**src/rtl/rqs_pkg.sv**
```systemverilog
// Package for the quicksort sorter: sizes, transaction types and sequencer states.
package rqs_pkg;

  localparam int MAX_ITEMS = 32;
  localparam int DATA_W    = 32;
  localparam int IDX_W     = $clog2(MAX_ITEMS);
  localparam int CNT_W     = $clog2(MAX_ITEMS + 1);

  typedef struct packed {
    logic signed [DATA_W-1:0] value;
    logic                     last;
  } in_t;

  typedef struct packed {
    logic signed [DATA_W-1:0] sorted_value;
    logic                     final_res;
    logic                     dropped;
  } out_t;

  typedef struct packed {
    logic [IDX_W-1:0] lo;
    logic [IDX_W-1:0] hi;
  } range_t;

  typedef enum logic [3:0] {
    S_LOAD,
    S_POP,
    S_POPD,
    S_PIVW,
    S_PRD,
    S_PCMP,
    S_SW1,
    S_SW2,
    S_FIN1,
    S_FIN2,
    S_PUSHL,
    S_PUSHR,
    S_ORD,
    S_OUT
  } state_t;

endpackage

```
**src/rtl/rqs_ram.sv**
```systemverilog
// Generic single-write, single-read RAM with registered read data.
module rqs_ram #(
  parameter int WIDTH = 32,
  parameter int DEPTH = 32
) (
  input  logic                     clk,
  input  logic                     we,
  input  logic [$clog2(DEPTH)-1:0] waddr,
  input  logic [WIDTH-1:0]         wdata,
  input  logic                     re,
  input  logic [$clog2(DEPTH)-1:0] raddr,
  output logic [WIDTH-1:0]         rdata
);

  logic [WIDTH-1:0] mem [DEPTH];

  always_ff @(posedge clk) begin
    if (we) begin
      mem[waddr] <= wdata;
    end
  end

  always_ff @(posedge clk) begin
    if (re) begin
      rdata <= mem[raddr];
    end
  end

endmodule

```
**src/rtl/randomized_quicksort_sorter.sv**
```systemverilog
// Top level of the quicksort sorter: load, in-place partition sequencer and ordered readout.
//
// Values load at one transaction per cycle, while in_stall is low, into a 32-entry store; a
// value past capacity is dropped and flags every result of that set. The transaction marked
// last starts the sort, during which in_stall stays high. The sort is quicksort with an
// explicit range stack in a small RAM; all work goes through one store RAM port pair and one
// signed comparator, so a partition step compares one element at a time with the pivot and
// swaps each one that is not above it into the lower part. The pivot is the last element of
// each range, so values that arrive already ordered or mostly equal give the worst case. The
// sorted set then leaves one result at a time, each read from the store before it is offered,
// and is held while out_stall is high. No clearing pass is needed after reset.
module randomized_quicksort_sorter (
  input  logic          clk,
  input  logic          rst_n,
  input  logic          in_valid,
  output logic          in_stall,
  input  rqs_pkg::in_t  in_data,
  output logic          out_valid,
  input  logic          out_stall,
  output rqs_pkg::out_t out_data
);

  localparam int IDX_W = rqs_pkg::IDX_W;
  localparam int CNT_W = rqs_pkg::CNT_W;
  localparam int DW    = rqs_pkg::DATA_W;
  localparam int RW    = $bits(rqs_pkg::range_t);

  rqs_pkg::state_t state_r, state_nxt;
  logic [CNT_W-1:0] cnt_r, cnt_nxt;
  logic [CNT_W-1:0] sp_r, sp_nxt;
  logic             ovf_r, ovf_nxt;
  logic [IDX_W-1:0] lo_r, lo_nxt, hi_r, hi_nxt;
  logic [IDX_W-1:0] j_r, j_nxt, st_r, st_nxt, k_r, k_nxt;
  logic signed [DW-1:0] pv_r, pv_nxt, tmp_r, tmp_nxt;

  logic             s_we, s_re;
  logic [IDX_W-1:0] s_waddr, s_raddr;
  logic [DW-1:0]    s_wdata, s_rdata;
  logic             k_we, k_re;
  logic [IDX_W-1:0] k_waddr, k_raddr;
  rqs_pkg::range_t  k_wdata, k_rd;
  logic [RW-1:0]    k_rdata;

  logic             in_acc, out_acc, le;
  logic [IDX_W-1:0] lsz, rsz;

  assign k_rd   = rqs_pkg::range_t'(k_rdata);
  assign in_acc = in_valid && !in_stall;
  assign out_acc = out_valid && !out_stall;
  assign le     = $signed(s_rdata) <= pv_r;
  assign lsz    = st_r - lo_r;
  assign rsz    = hi_r - st_r;

  rqs_ram #(.WIDTH(DW), .DEPTH(rqs_pkg::MAX_ITEMS)) u_store (
    .clk   (clk),
    .we    (s_we),
    .waddr (s_waddr),
    .wdata (s_wdata),
    .re    (s_re),
    .raddr (s_raddr),
    .rdata (s_rdata)
  );

  rqs_ram #(.WIDTH(RW), .DEPTH(rqs_pkg::MAX_ITEMS)) u_stack (
    .clk   (clk),
    .we    (k_we),
    .waddr (k_waddr),
    .wdata (k_wdata),
    .re    (k_re),
    .raddr (k_raddr),
    .rdata (k_rdata)
  );

  assign in_stall  = (state_r != rqs_pkg::S_LOAD);
  assign out_valid = (state_r == rqs_pkg::S_OUT);
  assign out_data.sorted_value = $signed(s_rdata);
  assign out_data.final_res    = ((CNT_W'(k_r) + CNT_W'(1)) == cnt_r);
  assign out_data.dropped      = ovf_r;

  always_comb begin
    state_nxt = state_r;
    cnt_nxt   = cnt_r;
    sp_nxt    = sp_r;
    ovf_nxt   = ovf_r;
    lo_nxt    = lo_r;
    hi_nxt    = hi_r;
    j_nxt     = j_r;
    st_nxt    = st_r;
    k_nxt     = k_r;
    pv_nxt    = pv_r;
    tmp_nxt   = tmp_r;
    s_we      = 1'b0;
    s_waddr   = j_r;
    s_wdata   = s_rdata;
    s_re      = 1'b0;
    s_raddr   = j_r;
    k_we      = 1'b0;
    k_waddr   = sp_r[IDX_W-1:0];
    k_wdata   = '{lo: lo_r, hi: hi_r};
    k_re      = 1'b0;
    k_raddr   = sp_r[IDX_W-1:0] - IDX_W'(1);
    case (state_r)
      rqs_pkg::S_LOAD: begin
        if (in_acc) begin
          if (cnt_r < CNT_W'(rqs_pkg::MAX_ITEMS)) begin
            s_we    = 1'b1;
            s_waddr = cnt_r[IDX_W-1:0];
            s_wdata = in_data.value;
            cnt_nxt = cnt_r + CNT_W'(1);
          end else begin
            ovf_nxt = 1'b1;
          end
          if (in_data.last) begin
            k_nxt = '0;
            if (cnt_nxt >= CNT_W'(2)) begin
              k_we      = 1'b1;
              k_waddr   = '0;
              k_wdata   = '{lo: '0, hi: IDX_W'(cnt_nxt - CNT_W'(1))};
              sp_nxt    = CNT_W'(1);
              state_nxt = rqs_pkg::S_POP;
            end else begin
              state_nxt = rqs_pkg::S_ORD;
            end
          end
        end
      end
      rqs_pkg::S_POP: begin
        k_re      = 1'b1;
        sp_nxt    = sp_r - CNT_W'(1);
        state_nxt = rqs_pkg::S_POPD;
      end
      rqs_pkg::S_POPD: begin
        lo_nxt    = k_rd.lo;
        hi_nxt    = k_rd.hi;
        s_re      = 1'b1;
        s_raddr   = k_rd.hi;
        state_nxt = rqs_pkg::S_PIVW;
      end
      rqs_pkg::S_PIVW: begin
        pv_nxt    = $signed(s_rdata);
        j_nxt     = lo_r;
        st_nxt    = lo_r;
        state_nxt = rqs_pkg::S_PRD;
      end
      rqs_pkg::S_PRD: begin
        s_re = 1'b1;
        if (j_r == hi_r) begin
          s_raddr   = st_r;
          state_nxt = rqs_pkg::S_FIN1;
        end else begin
          s_raddr   = j_r;
          state_nxt = rqs_pkg::S_PCMP;
        end
      end
      rqs_pkg::S_PCMP: begin
        if (le && (st_r != j_r)) begin
          tmp_nxt   = $signed(s_rdata);
          s_re      = 1'b1;
          s_raddr   = st_r;
          state_nxt = rqs_pkg::S_SW1;
        end else begin
          if (le) begin
            st_nxt = st_r + IDX_W'(1);
          end
          j_nxt     = j_r + IDX_W'(1);
          state_nxt = rqs_pkg::S_PRD;
        end
      end
      rqs_pkg::S_SW1: begin
        s_we      = 1'b1;
        s_waddr   = j_r;
        s_wdata   = s_rdata;
        state_nxt = rqs_pkg::S_SW2;
      end
      rqs_pkg::S_SW2: begin
        s_we      = 1'b1;
        s_waddr   = st_r;
        s_wdata   = tmp_r;
        st_nxt    = st_r + IDX_W'(1);
        j_nxt     = j_r + IDX_W'(1);
        state_nxt = rqs_pkg::S_PRD;
      end
      rqs_pkg::S_FIN1: begin
        s_we      = 1'b1;
        s_waddr   = hi_r;
        s_wdata   = s_rdata;
        state_nxt = rqs_pkg::S_FIN2;
      end
      rqs_pkg::S_FIN2: begin
        s_we      = 1'b1;
        s_waddr   = st_r;
        s_wdata   = pv_r;
        state_nxt = rqs_pkg::S_PUSHL;
      end
      rqs_pkg::S_PUSHL: begin
        if (lsz >= IDX_W'(2)) begin
          k_we    = 1'b1;
          k_wdata = '{lo: lo_r, hi: st_r - IDX_W'(1)};
          sp_nxt  = sp_r + CNT_W'(1);
        end
        state_nxt = rqs_pkg::S_PUSHR;
      end
      rqs_pkg::S_PUSHR: begin
        if (rsz >= IDX_W'(2)) begin
          k_we    = 1'b1;
          k_wdata = '{lo: st_r + IDX_W'(1), hi: hi_r};
          sp_nxt  = sp_r + CNT_W'(1);
        end
        if (sp_nxt != '0) begin
          state_nxt = rqs_pkg::S_POP;
        end else begin
          state_nxt = rqs_pkg::S_ORD;
        end
      end
      rqs_pkg::S_ORD: begin
        s_re      = 1'b1;
        s_raddr   = k_r;
        state_nxt = rqs_pkg::S_OUT;
      end
      rqs_pkg::S_OUT: begin
        if (!out_stall) begin
          if (out_data.final_res) begin
            cnt_nxt   = '0;
            ovf_nxt   = 1'b0;
            state_nxt = rqs_pkg::S_LOAD;
          end else begin
            k_nxt     = k_r + IDX_W'(1);
            state_nxt = rqs_pkg::S_ORD;
          end
        end
      end
      default: begin
        state_nxt = rqs_pkg::S_LOAD;
      end
    endcase
  end

  always_ff @(posedge clk) begin
    if (!rst_n) begin
      state_r <= rqs_pkg::S_LOAD;
      cnt_r   <= '0;
      sp_r    <= '0;
      ovf_r   <= 1'b0;
    end else begin
      state_r <= state_nxt;
      cnt_r   <= cnt_nxt;
      sp_r    <= sp_nxt;
      ovf_r   <= ovf_nxt;
    end
  end

  always_ff @(posedge clk) begin
    lo_r  <= lo_nxt;
    hi_r  <= hi_nxt;
    j_r   <= j_nxt;
    st_r  <= st_nxt;
    k_r   <= k_nxt;
    pv_r  <= pv_nxt;
    tmp_r <= tmp_nxt;
  end

  // pending ranges are disjoint and hold at least two elements each
  a_stack_bound: assert property (@(posedge clk) disable iff (!rst_n)
    sp_r <= CNT_W'(rqs_pkg::MAX_ITEMS / 2))
    else $error("range stack deeper than half the store");

  a_cnt_bound: assert property (@(posedge clk) disable iff (!rst_n)
    cnt_r <= CNT_W'(rqs_pkg::MAX_ITEMS))
    else $error("element count beyond capacity");

  a_no_overlap: assert property (@(posedge clk) disable iff (!rst_n)
    !(in_acc && out_valid))
    else $error("input taken while a result is offered");

  a_set_done: assert property (@(posedge clk) disable iff (!rst_n)
    (out_acc && out_data.final_res) |=> (cnt_r == '0 && !ovf_r && !in_stall))
    else $error("set not cleared after final transaction");

  a_out_nonempty: assert property (@(posedge clk) disable iff (!rst_n)
    out_valid |-> (cnt_r != '0))
    else $error("result offered from an empty set");

endmodule
```
**config.mk**
```make
export PLATFORM = sky130hd
export DESIGN_NAME = randomized_quicksort_sorter
export DESIGN_NICKNAME = d
export VERILOG_FILES = /design/src/rtl/rqs_pkg.sv /design/src/rtl/rqs_ram.sv /design/src/rtl/randomized_quicksort_sorter.sv
export SDC_FILE = /design/constraint.sdc
export NUM_CORES = 2
export LEC_CHECK = 0
export ABC_AREA = 0
export BUFFER_PORTS_ARGS = -buffer_cell sky130_fd_sc_hd__buf_2
export CORE_MARGIN = 4
export CORE_UTILIZATION = 45
export CTS_CLUSTER_SIZE = 14
export DETAILED_ROUTE_END_ITERATION = 10
export PLACE_DENSITY_LB_ADDON = 0.08
export SETUP_SLACK_MARGIN = 0.02
export SLEW_MARGIN = 40
export SYNTH_ARGS = -nofsm -noshare
export SYNTH_HDL_FRONTEND = slang
export SYNTH_HIERARCHICAL = 1
export SYNTH_SLANG_ARGS = --single-unit
```
**constraint.sdc**
```tcl
create_clock -name clk -period 14 [get_ports clk]
set_input_delay 1.4 -clock clk [delete_from_list [all_inputs] [get_ports clk]]
set_output_delay 1.4 -clock clk [all_outputs]
set_load 0.05 [all_outputs]
```
==> metrics.yaml <==
synthesis:
  synth-seq-cells: 1492
  synth-main-ff-cell: "edfxtp_1"
  synth_top_area_cell: "edfxtp_1"
  yosysSeqAreaShare: 0.7268
  synth_cells: 3830
  synth.most_common_cell: "edfxtp_1"
  synth-simple-area-share: 0.05214
  ys_types: 79
  yosysWarnings: 6
  syn_area_mm2: 0.06141
  synth-xor-area-share: 0.005705
  synth_fa_ha_area_frac: 0.01064
  synth_top_family_by_area: "multiplexers"
  synth_area_leaders: "edfxtp_1 72%, mux2i_1 11%, a22oi_1 1.7%, a21oi_1 1.5%, nand2_1 1.4%"
  muxShareOfSynthArea: 0.1106
  ys_top_cells_by_count: "1475 x edfxtp_1, 675 x mux2i_1, 234 x nand2_1, 178 x a21oi_1, 152 x nand3_1"
  syn_nets: 3918
  avgSynthCellArea_um2: 16.03
  yosys.area.top_type_share: 0.7213
  synthArstFlopShare: 0
  synth_compound_area_frac: 0.06813
  synth-edff-count: 1475
cts:
  postCtsHoldBufs: 0
  path_clk_slew_ns: 0.06
  cts-root-buf: "clkbuf_16"
  clk_latency_ns: 0.79
  postCtsSetupRepairBufs: 0
  cts_made_buffers: 159
  cts.sinks: 1492
  htreeDepth: 4
  cts.repair.resized: 0
  cts_buffer_depth: 3
  cts_tree: "built"
worst_setup_path:
  path_cells: "ha_1 > nand4_1 > or4_1 > nor2_1 > a21oi_1 > nor2_1 > a211o_1 > a31o_4 > buf_4 > buf_6 > mux2i_1 > a22o_1 > nor3_1 > a31oi_1 > nand3_1"
  worstPathBufferInverterCount: 2
  start_kind: "flip-flop"
  rr_startpoint: "u_store/rdata[30]"
  worst_ep_arrival_time_ns: 6.47
  cp-endpoint: "u_store/rdata[19]"
  cp-end-kind: "flip-flop"
  crit_start: "u_store/rdata[30]"
  required_ns: 14.47
  crit_type: "flip-flop to flip-flop"
  r2r_end: "u_store/rdata[19]"
  path_max_fanout: 53
  slowest_stage: "or4_1"
  crit_family: "simple AND/OR/NAND/NOR gates"
  reg2regPathDepth: 15
  r2r_slack_ns: 8.00
  worst_path_largest_cell_delay_ns: 0.76
  cp.depth: 15
  cp_common_cell: "nor2_1"
place:
  gp_congestion: 0.8433
  hpwl_um: 94590
  dp.cells: 5546
  io_buffers: 72
floorplanning:
  initial_core_util: 0.4533
  core_mm2: 0.1355
  fp.dieArea_mm2: 0.1424
  die_y_um: 377.4
  die_x_um: 377.4
  ios: 73
  placementRows: 135
sta:
  slew_viol_final: 0
  fin_skew_ns: 0.02523
  rsz0062_at_grt: "false"
  fin_tns_setup_ns: 0
  min_period_ns: 6.002
  fmax_mhz: 166.6
  tightest_slew_ns: 0.8813
  setup_violations: 0
  fin_crit_sh: 0.4287
  maxSlewHeadroom: 0.4125
  holdWs_ns: 0.4210
  hold_violations: 0
layout:
  drive_gt1_frac: 0.1303
  antenna_cells: 0
  synthToLayoutAreaGrowth_pct: 12.47
  final_cells: 5842
  fin_util: 0.5098
  layout.nets: 4015
power_and_ir_drop:
  clockPowerShare: 0.259
  p_comb_frac: 0.335
  power.total_mw: 15.69
  p_leak_nw: 24.64
  swShare: 0.3611
  switchingPower_mw: 5.666
  power_density_mw_per_mm2: 227.2
  intPower_mw: 10.03
  p_seq_frac: 0.406
  irDropWorstVdd_mv: 0.1466
flow_run:
  maxCapViolations: 0
route:
  wl_um: 171200
  wl_per_cell_um: 29.30
  viasPerCell: 5.908
  drt_iter0_drc: 3190
  drtPass1Iterations: 9
  vias: 34517
  route.detailed.drc: 0
  ant_nets: 0
global_routing:
  grt_start_max_net_pins: 129
  track_usage: 0.2381
  grt_pass1_vias: 33965
  antenna_found_initial: 6
  grt_overflow: 0
  grt_pass1_wl_um: 243700
status:
  status: "completed"
hold_path:
  hp-start: "u_stack/rdata[8]"
  min_path_type: "flip-flop to flip-flop"
==> sequential cells by signal (all words and copies together), names as in the netlist, 6 cells and up <==
register       count
u_store/mem     1024
u_stack/mem      320
pv_r              32
tmp_r             32
u_store/rdata     32
u_stack/rdata     10
cnt_r              6
sp_r               6
==> cell type report <==
| type | instances | area (um^2) |
|---|---|---|
| Clock buffer | 205 | 4279 |
| Clock inverter | 90 | 758.2 |
| Fill cell | 11230 | 66400 |
| Inverter | 60 | 232.7 |
| Multi-Input combinational cell | 2052 | 15740 |
| Sequential cell | 1492 | 44640 |
| Tap cell | 1781 | 2228 |
| Timing Repair Buffer | 162 | 1190 |
==> worst reg2reg max path, cell delays in order (launching register included) <==
cell      delay, ns
edfxtp_1       0.46
ha_1           0.35
nand4_1        0.17
or4_1          0.76
nor2_1         0.22
a21oi_1        0.17
nor2_1         0.32
a211o_1        0.17
a31o_4         0.51
buf_4          0.74
buf_6          0.69
mux2i_1        0.34
a22o_1         0.16
nor3_1         0.06
a31oi_1        0.30
nand3_1        0.28
==> cell families (layout without fill, tap and decap cells) <==
| logic type | Yosys count | in the layout |
|---|---|---|
| compound gates | 606 | 606 |
| xor+xnor | 40 | 40 |
| fa+ha+maj | 51 | 51 |
| buf+inv | 286 | 517 |
| flops | 1492 | 1492 |
| mux | 678 | 678 |
| simple gates | 677 | 677 |
==> per-layer routing <==
layer	GRT usage	up-vias	wire, um
li1	-	15265	-
met1	0.3210	18033	73040
met2	0.4036	999	85080
met3	0.03686	218	9126
met4	0.06543	2	3899
met5	0	-	13
==> per-stage QoR <==
| step | setup WS [ns] | cell area [um^2] |
|---|---|---|
| after CTS | 8.068 | 69030 |
| after global placement | 7.564 | 63670 |
| after global routing | 7.843 | 69060 |
| final | 7.998 | 69060 |
| after detailed placement | 8.082 | 63990 |
| after floorplan | 8.733 | 61410 |
==> placed cells by master, fill, tap and decap left out, types with 11 or more instances in the layout <==
| master | n |
|---|---|
| o21ai_0 | 36 |
| nor2_4 | 37 |
| nor3_1 | 48 |
| nor2_2 | 30 |
| xor2_1 | 20 |
| nand4_1 | 22 |
| buf_2 | 72 |
| a222oi_1 | 34 |
| a22oi_1 | 138 |
| dfxtp_1 | 15 |
| nand2_2 | 33 |
| ha_1 | 49 |
| a31oi_1 | 51 |
| nand2_1 | 201 |
| nand2b_1 | 12 |
| buf_4 | 69 |
| nor3_2 | 11 |
| inv_1 | 58 |
| clkbuf_1 | 40 |
| nand3_1 | 151 |
| clkinv_2 | 26 |
| edfxtp_1 | 1475 |
| nor2_1 | 60 |
| xnor2_1 | 19 |
| clkbuf_16 | 165 |
| a22o_1 | 84 |
| a21oi_1 | 178 |
| clkinv_1 | 40 |
| o21ai_1 | 13 |
| mux2i_1 | 675 |
| buf_6 | 15 |
| nand3b_1 | 11 |
==> worst min-delay path by stage <==
stage	end	slack, ns	cells after the start
after floorplan	lo_r[0]	0.40	0
after detailed placement	lo_r[3]	0.41	0
final	lo_r[3]	0.42	0
after global routing	lo_r[4]	0.43	0
after CTS	lo_r[3]	0.42	0
after global placement	lo_r[4]	0.41	0
==> power by group through the flow <==
stage / logic, mW / registers (mW) / clock network (mW)
floorplan: 3.34 / 6.54 / 0
global placement: 5.23 / 6.48 / 0
detailed placement: 5.29 / 6.47 / 0
CTS: 5.31 / 6.38 / 4.15
global route: 5.62 / 6.41 / 4.34
finish: 5.26 / 6.37 / 4.06
Power figures use the tool's default switching activity.
